[config.mk]
export PLATFORM = sky130hd
export DESIGN_NAME = xml_entity_decoder_core_flat
export DESIGN_NICKNAME = d
export VERILOG_FILES = /design/src/xed_pkg.sv /design/src/xed_in_if.sv /design/src/xed_out_if.sv /design/src/xml_entity_decoder_core.sv /design/src/xed_ctrl.sv /design/src/xed_dp.sv /design/src/flat_wrapper.sv
export SDC_FILE = /design/constraint.sdc
export NUM_CORES = 1
export LEC_CHECK = 0
export BUFFER_PORTS_ARGS = -buffer_cell sky130_fd_sc_hd__buf_2
export CORE_MARGIN = 2
export CORE_UTILIZATION = 52
export CTS_CLUSTER_SIZE = 12
export DETAILED_ROUTE_END_ITERATION = 8
export GPL_TIMING_DRIVEN = 0
export PLACE_DENSITY = 0.77
export SYNTH_ARGS = -nofsm -noshare
export SYNTH_HDL_FRONTEND = slang
export SYNTH_SLANG_ARGS = --single-unit
export TNS_END_PERCENT = 5
[constraint.sdc]
create_clock -name clk -period 9.1 [get_ports clk]
set_clock_uncertainty 0.1 [all_clocks]
set_input_delay 0.455 -clock clk [delete_from_list [all_inputs] [get_ports clk]]
set_output_delay 0.455 -clock clk [all_outputs]
set_load 0.1 [all_outputs]
[src/xed_pkg.sv]
// Shared types, constants and entity tables for the XML entity decoder.
// No dependencies; the core, controller and datapath refer to it by scoped names.
package xed_pkg;

    localparam int unsigned HOLD_DEPTH  = 5;
    localparam int unsigned NUM_ENT     = 5;
    localparam int unsigned ENT_MAX_LEN = 5;

    localparam logic [7:0] AMP_CHAR = 8'h26;

    typedef logic [2:0] count_t;
    typedef logic [NUM_ENT-1:0] ent_vec_t;

    // Entity text after the ampersand, zero padded.
    localparam logic [7:0] ENT_NAME [NUM_ENT][ENT_MAX_LEN] = '{
        '{8'h61, 8'h6d, 8'h70, 8'h3b, 8'h00},   // amp;
        '{8'h6c, 8'h74, 8'h3b, 8'h00, 8'h00},   // lt;
        '{8'h67, 8'h74, 8'h3b, 8'h00, 8'h00},   // gt;
        '{8'h71, 8'h75, 8'h6f, 8'h74, 8'h3b},   // quot;
        '{8'h61, 8'h70, 8'h6f, 8'h73, 8'h3b}    // apos;
    };

    localparam count_t ENT_LEN [NUM_ENT] = '{3'd4, 3'd3, 3'd3, 3'd5, 3'd5};

    localparam logic [7:0] ENT_REPL [NUM_ENT] = '{8'h26, 8'h3c, 8'h3e, 8'h22, 8'h27};

    typedef enum logic [2:0] {
        CMD_NONE,
        CMD_PASS,
        CMD_REPL,
        CMD_OPEN,
        CMD_EXTEND,
        CMD_SAVE,
        CMD_REPLAY,
        CMD_TAIL
    } cmd_t;

    typedef struct packed {
        logic out_free;
        logic cnt_zero;
        logic open_ok;
        logic full;
        logic extend;
        logic replay_end;
        logic pend_open;
    } status_t;

endpackage

[src/xed_in_if.sv]
// Input channel of the XML entity decoder: raw byte and end-of-string flag.
// No dependencies.
interface xed_in_if;
    logic       valid;
    logic       ready;
    logic [7:0] in_byte;
    logic       in_last;

    modport source (output valid, output in_byte, output in_last, input ready);
    modport sink   (input valid, input in_byte, input in_last, output ready);
endinterface

[src/xed_out_if.sv]
// Output channel of the XML entity decoder: decoded byte and its flags.
// No dependencies.
interface xed_out_if;
    logic       valid;
    logic       ready;
    logic [7:0] out_byte;
    logic       run_last;
    logic       string_last;

    modport source (output valid, output out_byte, output run_last, output string_last,
                    input ready);
    modport sink   (input valid, input out_byte, input run_last, input string_last,
                    output ready);
endinterface

[src/xml_entity_decoder_core.sv]
// Top level of the XML entity decoder: joins controller and datapath to the channels.
// Depends on xed_pkg, xed_in_if, xed_out_if, xed_ctrl and xed_dp.
//
// Use: raw text enters on in_ch one byte per transfer, in_last on the final byte
// of each string. Decoded bytes leave on out_ch; run_last marks the last byte
// caused by one input byte, string_last the final decoded byte of a string.
// The five predefined entities become their single characters; an ampersand
// and up to four following bytes are held while they still start an entity.
// Results are registered: they leave from the output register.
// Throughput: one input byte per cycle while bytes pass, open, extend or
// complete an entity and the receiver does not stall. A broken match runs as
// accept, replay of the held bytes one a cycle from the hold buffer while the
// receiver takes them, then the breaking byte, or a new hold if it opens a match.
// Reset clears the hold count and the output register; the block is then idle.
// When the receiver stalls, the result waits in the output register and no new
// byte is taken until that register is free.
module xml_entity_decoder_core
(
    input  logic      clk,
    input  logic      rst_n,
    xed_in_if.sink    in_ch,
    xed_out_if.source out_ch
);

    xed_pkg::status_t status;
    xed_pkg::cmd_t    cmd;

    xed_ctrl u_ctrl
    (
        .clk      (clk),
        .rst_n    (rst_n),
        .in_valid (in_ch.valid),
        .in_ready (in_ch.ready),
        .status   (status),
        .cmd      (cmd)
    );

    xed_dp u_dp
    (
        .clk         (clk),
        .rst_n       (rst_n),
        .in_byte     (in_ch.in_byte),
        .in_last     (in_ch.in_last),
        .cmd         (cmd),
        .status      (status),
        .out_valid   (out_ch.valid),
        .out_ready   (out_ch.ready),
        .out_byte    (out_ch.out_byte),
        .run_last    (out_ch.run_last),
        .string_last (out_ch.string_last)
    );

endmodule

[src/xed_ctrl.sv]
// Controller of the XML entity decoder: sequences accept, replay and tail emission.
// Depends on xed_pkg for the command and status types.
module xed_ctrl
(
    input  logic             clk,
    input  logic             rst_n,
    input  logic             in_valid,
    output logic             in_ready,
    input  xed_pkg::status_t status,
    output xed_pkg::cmd_t    cmd
);

    typedef enum logic [2:0] {
        S_IN    = 3'b001,
        S_FLUSH = 3'b010,
        S_TAIL  = 3'b100
    } state_t;

    state_t state_reg;
    state_t state_next;

    always_comb
    begin
        state_next = state_reg;
        cmd        = xed_pkg::CMD_NONE;
        in_ready   = 1'b0;
        unique case (state_reg)
            S_IN:
            begin
                in_ready = status.out_free;
                if (in_valid && status.out_free)
                begin
                    if (status.cnt_zero)
                    begin
                        cmd = status.open_ok ? xed_pkg::CMD_OPEN : xed_pkg::CMD_PASS;
                    end
                    else if (status.full)
                    begin
                        cmd = xed_pkg::CMD_REPL;
                    end
                    else if (status.extend)
                    begin
                        cmd = xed_pkg::CMD_EXTEND;
                    end
                    else
                    begin
                        cmd        = xed_pkg::CMD_SAVE;
                        state_next = S_FLUSH;
                    end
                end
            end
            S_FLUSH:
            begin
                if (status.out_free)
                begin
                    cmd = xed_pkg::CMD_REPLAY;
                    if (status.replay_end)
                    begin
                        state_next = status.pend_open ? S_IN : S_TAIL;
                    end
                end
            end
            S_TAIL:
            begin
                if (status.out_free)
                begin
                    cmd        = xed_pkg::CMD_TAIL;
                    state_next = S_IN;
                end
            end
            default:
            begin
                state_next = S_IN;
            end
        endcase
    end

    always_ff @(posedge clk or negedge rst_n)
    begin
        if (!rst_n)
        begin
            state_reg <= S_IN;
        end
        else
        begin
            state_reg <= state_next;
        end
    end

endmodule

[src/xed_dp.sv]
// Datapath of the XML entity decoder: hold buffer, entity match, output register.
// Depends on xed_pkg for tables, command and status types.
module xed_dp
(
    input  logic             clk,
    input  logic             rst_n,
    input  logic [7:0]       in_byte,
    input  logic             in_last,
    input  xed_pkg::cmd_t    cmd,
    output xed_pkg::status_t status,
    output logic             out_valid,
    input  logic             out_ready,
    output logic [7:0]       out_byte,
    output logic             run_last,
    output logic             string_last
);

    logic [7:0]        held_reg [xed_pkg::HOLD_DEPTH];
    xed_pkg::count_t   cnt_reg;
    xed_pkg::count_t   idx_reg;
    xed_pkg::ent_vec_t alive_reg;
    logic [7:0]        pend_byte_reg;
    logic              pend_last_reg;
    logic              out_valid_reg;
    logic [7:0]        out_byte_reg;
    logic              run_last_reg;
    logic              string_last_reg;

    xed_pkg::count_t   name_pos;
    xed_pkg::ent_vec_t alive_next;
    xed_pkg::ent_vec_t full_vec;
    logic [7:0]        repl_byte;
    logic              pend_open;
    logic              replay_end;
    logic              load_out;

    always_comb
    begin
        name_pos  = (cnt_reg == '0) ? '0 : cnt_reg - 3'd1;
        repl_byte = '0;
        for (int k = 0; k < xed_pkg::NUM_ENT; k++)
        begin
            alive_next[k] = alive_reg[k] && (xed_pkg::ENT_LEN[k] >= cnt_reg)
                            && (xed_pkg::ENT_NAME[k][name_pos] == in_byte);
            full_vec[k]   = alive_next[k] && (xed_pkg::ENT_LEN[k] == cnt_reg);
            if (full_vec[k])
            begin
                repl_byte = xed_pkg::ENT_REPL[k];
            end
        end
    end

    assign pend_open  = (pend_byte_reg == xed_pkg::AMP_CHAR) && !pend_last_reg;
    assign replay_end = (idx_reg == cnt_reg - 3'd1);
    assign load_out   = cmd inside {xed_pkg::CMD_PASS, xed_pkg::CMD_REPL,
                                    xed_pkg::CMD_REPLAY, xed_pkg::CMD_TAIL};

    assign status.out_free   = !out_valid_reg || out_ready;
    assign status.cnt_zero   = (cnt_reg == '0);
    assign status.open_ok    = (in_byte == xed_pkg::AMP_CHAR) && !in_last;
    assign status.full       = |full_vec;
    assign status.extend     = (|alive_next) && !in_last
                               && (cnt_reg < 3'(xed_pkg::HOLD_DEPTH));
    assign status.replay_end = replay_end;
    assign status.pend_open  = pend_open;

    always_ff @(posedge clk or negedge rst_n)
    begin
        if (!rst_n)
        begin
            cnt_reg       <= '0;
            idx_reg       <= '0;
            out_valid_reg <= 1'b0;
        end
        else
        begin
            if (load_out)
            begin
                out_valid_reg <= 1'b1;
            end
            else if (out_ready)
            begin
                out_valid_reg <= 1'b0;
            end
            case (cmd) inside
                xed_pkg::CMD_PASS,
                xed_pkg::CMD_TAIL,
                xed_pkg::CMD_REPL:
                begin
                    cnt_reg <= '0;
                end
                xed_pkg::CMD_OPEN:
                begin
                    cnt_reg <= 3'd1;
                end
                xed_pkg::CMD_EXTEND:
                begin
                    cnt_reg <= cnt_reg + 3'd1;
                end
                xed_pkg::CMD_SAVE:
                begin
                    idx_reg <= '0;
                end
                xed_pkg::CMD_REPLAY:
                begin
                    idx_reg <= idx_reg + 3'd1;
                    if (replay_end)
                    begin
                        cnt_reg <= pend_open ? 3'd1 : 3'd0;
                    end
                end
                default:
                begin
                end
            endcase
        end
    end

    always_ff @(posedge clk)
    begin
        case (cmd)
            xed_pkg::CMD_PASS:
            begin
                out_byte_reg    <= in_byte;
                run_last_reg    <= 1'b1;
                string_last_reg <= in_last;
            end
            xed_pkg::CMD_REPL:
            begin
                out_byte_reg    <= repl_byte;
                run_last_reg    <= 1'b1;
                string_last_reg <= in_last;
            end
            xed_pkg::CMD_OPEN:
            begin
                held_reg[0] <= xed_pkg::AMP_CHAR;
                alive_reg   <= '1;
            end
            xed_pkg::CMD_EXTEND:
            begin
                held_reg[cnt_reg] <= in_byte;
                alive_reg         <= alive_next;
            end
            xed_pkg::CMD_SAVE:
            begin
                pend_byte_reg <= in_byte;
                pend_last_reg <= in_last;
            end
            xed_pkg::CMD_REPLAY:
            begin
                out_byte_reg    <= held_reg[idx_reg];
                run_last_reg    <= replay_end && pend_open;
                string_last_reg <= 1'b0;
                alive_reg       <= '1;
            end
            xed_pkg::CMD_TAIL:
            begin
                out_byte_reg    <= pend_byte_reg;
                run_last_reg    <= 1'b1;
                string_last_reg <= pend_last_reg;
            end
            default:
            begin
            end
        endcase
    end

    assign out_valid   = out_valid_reg;
    assign out_byte    = out_byte_reg;
    assign run_last    = run_last_reg;
    assign string_last = string_last_reg;

endmodule

[src/flat_wrapper.sv]
// flat-port wrapper written by rule: the top's interface ports become plain ports
module xml_entity_decoder_core_flat 
  (clk, rst_n, in_ch_valid, in_ch_in_byte, in_ch_in_last, in_ch_ready, out_ch_valid, out_ch_out_byte, out_ch_run_last, out_ch_string_last, out_ch_ready);
  xed_in_if in_ch_i ();
  xed_out_if out_ch_i ();
  input  logic clk;
  input  logic rst_n;
  input wire logic [$bits(in_ch_i.valid)-1:0] in_ch_valid;
  input wire logic [$bits(in_ch_i.in_byte)-1:0] in_ch_in_byte;
  input wire logic [$bits(in_ch_i.in_last)-1:0] in_ch_in_last;
  output wire logic [$bits(in_ch_i.ready)-1:0] in_ch_ready;
  output wire logic [$bits(out_ch_i.valid)-1:0] out_ch_valid;
  output wire logic [$bits(out_ch_i.out_byte)-1:0] out_ch_out_byte;
  output wire logic [$bits(out_ch_i.run_last)-1:0] out_ch_run_last;
  output wire logic [$bits(out_ch_i.string_last)-1:0] out_ch_string_last;
  input wire logic [$bits(out_ch_i.ready)-1:0] out_ch_ready;
  assign in_ch_i.valid = in_ch_valid;
  assign in_ch_i.in_byte = in_ch_in_byte;
  assign in_ch_i.in_last = in_ch_in_last;
  assign in_ch_ready = in_ch_i.ready;
  assign out_ch_valid = out_ch_i.valid;
  assign out_ch_out_byte = out_ch_i.out_byte;
  assign out_ch_run_last = out_ch_i.run_last;
  assign out_ch_string_last = out_ch_i.string_last;
  assign out_ch_i.ready = out_ch_ready;
  xml_entity_decoder_core u_core (.clk(clk), .rst_n(rst_n), .in_ch(in_ch_i), .out_ch(out_ch_i));
endmodule
==> results_dict.tcl <==
set metrics [dict create \
    status "finished, final reports clean" \
    synthDistinctLibCells 85 \
    synthFlopType "edfxtp_1" \
    die_area_um2 9383 \
    hold_start "in_ch_in_byte[3]" \
    finalWirelength_um 11550 \
    fp.dieW_um 96.87 \
    portBuffers 24 \
    synth_edf_count 64 \
    r2r_cells 13 \
    stdcell_count 563 \
    cts-root-buf "clkbuf_8" \
    finalCriticalPeriod_ps 5268 \
    clock-sinks 74 \
    htree_num_levels 3 \
    synth_xor_area_frac 0.02121 \
    critical_path.max_fanout 10 \
    fin_hold_ws_ps 189.2 \
    syn_area_um2 4484 \
    worstPathRequired_ps 8970 \
    hold_path_class "in -> reg" \
    p_leak_nw 1.863 \
    rsz0062_at_grt "no" \
    synth_fa_ha_area_frac 0.01953 \
    relSlewSlack 0.1754 \
    grt_usage 0.2483 \
    postRouteAntennaNets 0 \
    worstPathArrival_ps 5140 \
    fp.dieH_um 96.87 \
    drt_iter0_drc 400 \
    final_cell_mix "64 x edfxtp_1, 37 x nand2_1, 33 x buf_2, 29 x nor2_1, 23 x a21oi_1" \
    crit_type "reg -> reg" \
    grt_pass1_wl_um 18340 \
    synthArstFlopShare 0.1351 \
    setup_tns_ps 0 \
    routedWlPerCell_um 20.52 \
    core_um2 8299 \
    hold_violations 0 \
    fill_cells 654 \
    dp_hpwl_um 8218 \
    powerDensity_nw_per_um2 152.5 \
    largest_reg_flops 40 \
    crit_path_start_kind "flop" \
    layout-drive-gt1-share 0.2009 \
    peakVddDrop_uv 79.73 \
    vias 3600 \
    synth.avg_cell_area_um2 10.88 \
    drv_slew 0 \
    cts_made_buffers 9 \
    fmax_mhz 189.8 \
    path_cells "buf_2 -> inv_1 -> ha_1 -> buf_6 -> nor3b_4 -> a2111oi_1 -> o221ai_1 -> o31a_2 -> nor3_2 -> or4b_4 -> buf_6 -> or3_4 -> nor3_1" \
    post_cts_buffers 0 \
    hold_depth 1 \
    row_count 33 \
    grt_pass1_vias 3415 \
    synth_compound_area_frac 0.1735 \
    yosysWarnings 0 \
    ys_seq_elements 74 \
    finalWeightedCongestion 0.9699 \
    antenna_found_initial 0 \
    cts_tree "yes" \
    slowest_stage "nor3_1" \
    dp.cells 545 \
    area_delta_synth_final_pct 11.19 \
    drc 0 \
    ys_seq_area_frac 0.4847 \
    synth_top_family_by_area "simple AND/OR/NAND/NOR gates" \
    clk_pin_slew_ps 90 \
    reg2reg_from "u_core.u_dp.cnt_reg[0]" \
    ioPinCount 25 \
    diodes 0 \
    cp-startpoint "u_core.u_dp.cnt_reg[0]" \
    overflow 0 \
    path_common_cell "buf_6" \
    synthMuxAreaShare 0.05357 \
    first_pass_iters 6 \
    clk_path_buf_depth 2 \
    cpPeakStageDelay_ps 940 \
    synthCells 412 \
    nets 473 \
    start_util 0.5403 \
    grt_start_max_net_pins 15 \
    clock_latency_ps 360 \
    final-setup-viol-count 0 \
    final_common_cell "edfxtp_1" \
    critPathCaptureType "flop" \
    maxCapViolations 0 \
    finalCritPeriodShare 0.5789 \
    viasPerCell 6.394 \
    tightest_slew_ps 1228 \
    yosys.area_share.simple 0.2028 \
]
power breakdown:
part           switching (W)   total, W  internal [W]
logic              0.0000714  0.0000987     0.0000273
clock network       0.000131   0.000287      0.000155
registers         0.00000346   0.000375      0.000371
total               0.000206   0.000760      0.000554
kinds of logic after synthesis:
kind of cell | Yosys count
DFF | 74
AOI/OAI and AO/OA | 105
and+or+nand+nor | 162
muxes | 14
other | 1
buffers and inverters | 39
xor gates and xnor gates | 10
adders and majority gates | 7
final timing paths:
| check | end | slack (ps) |
|---|---|---|
| worst max-delay path | u_core.u_dp.held_reg[1][4] | 3830 |
| worst min-delay path | u_core.u_dp.pend_byte_reg[3] | 190 |
| worst max register to register | u_core.u_dp.held_reg[1][4] | 3830 |
| worst min register to register | u_core.u_ctrl.state_reg[0] | 450 |
| max in group asynchronous | u_core.u_ctrl.state_reg[0] | 8230 |
| min in group asynchronous | u_core.u_dp.cnt_reg[0] | 390 |
routing by layer:
metal  track usage  share of wire  vias up
li1              -              -     1657
met5             0              0        -
met3       0.05564          0.085       36
met4       0.09317          0.029        0
met2        0.3729           0.46      180
met1        0.3540           0.43     1727
cells in the mapped netlist (3+ instances only):
cell type	number	area share
a211o_1	3	0.0059
a211oi_1	5	0.0084
a21o_1	4	0.0067
a21oi_1	23	0.026
a221oi_1	3	0.0059
a22o_1	3	0.0059
a31oi_1	5	0.0070
and2_1	4	0.0056
buf_2	9	0.010
buf_6	5	0.013
clkbuf_1	10	0.0084
dfrtp_1	9	0.050
edfxtp_1	64	0.43
ha_1	7	0.020
inv_1	12	0.010
mux2i_1	6	0.013
mux4_2	8	0.040
nand2_1	37	0.031
nand2b_1	9	0.013
nand3_1	15	0.017
nand4b_1	3	0.0059
nor2_1	29	0.024
nor2b_1	12	0.017
nor3_1	14	0.016
nor4_1	5	0.0070
nor4b_1	3	0.0059
o211ai_1	5	0.0084
o21ai_0	13	0.015
o221ai_1	3	0.0059
o22ai_1	5	0.0070
or2_2	3	0.0042
or3_1	5	0.0070
xnor2_1	5	0.0098
xor2_1	4	0.0078
metrics by stage:
stage	util	instance area [um^2]	worst slack [ps]	total power (W)
6_report	0.6008	4986	3832	0.0007604
4_1_cts	0.5999	4979	3835	0.0007606
3_3_place_gp	0.5724	4751	3877	0.0004778
3_5_place_dp	0.5724	4751	3909	0.0004791
2_1_floorplan	-	4499	1766	0.0004551
5_1_grt	0.6008	4986	3552	0.0007828
worst max-delay path: cells and delay by family, from the launching register on:
family | cells | cell delay [ps]
DFF | 1 | 480
AOI/OAI and AO/OA | 3 | 760
and+or+nand+nor | 5 | 2360
adders and majority gates | 1 | 320
buffers and inverters | 4 | 850
cell type report:
type	count	area, um^2	area share
buffer	27	151.4	0.03036
clock buffer	10	127.6	0.02560
multi-input combinational	303	2130	0.4271
timing repair buffer	26	137.6	0.02760
sequential	74	2173	0.4359
clock inverter	6	90.09	0.01807
tap	105	131.4	0.02635
inverter	12	45.04	0.009034
what timing repair did:
action | in CTS | in global routing
hold endpoints to repair | 9 | 0
resized for setup | 0 | 0
hold buffers | 1 | 0
No activity file was read; power rests on OpenSTA's default activity.
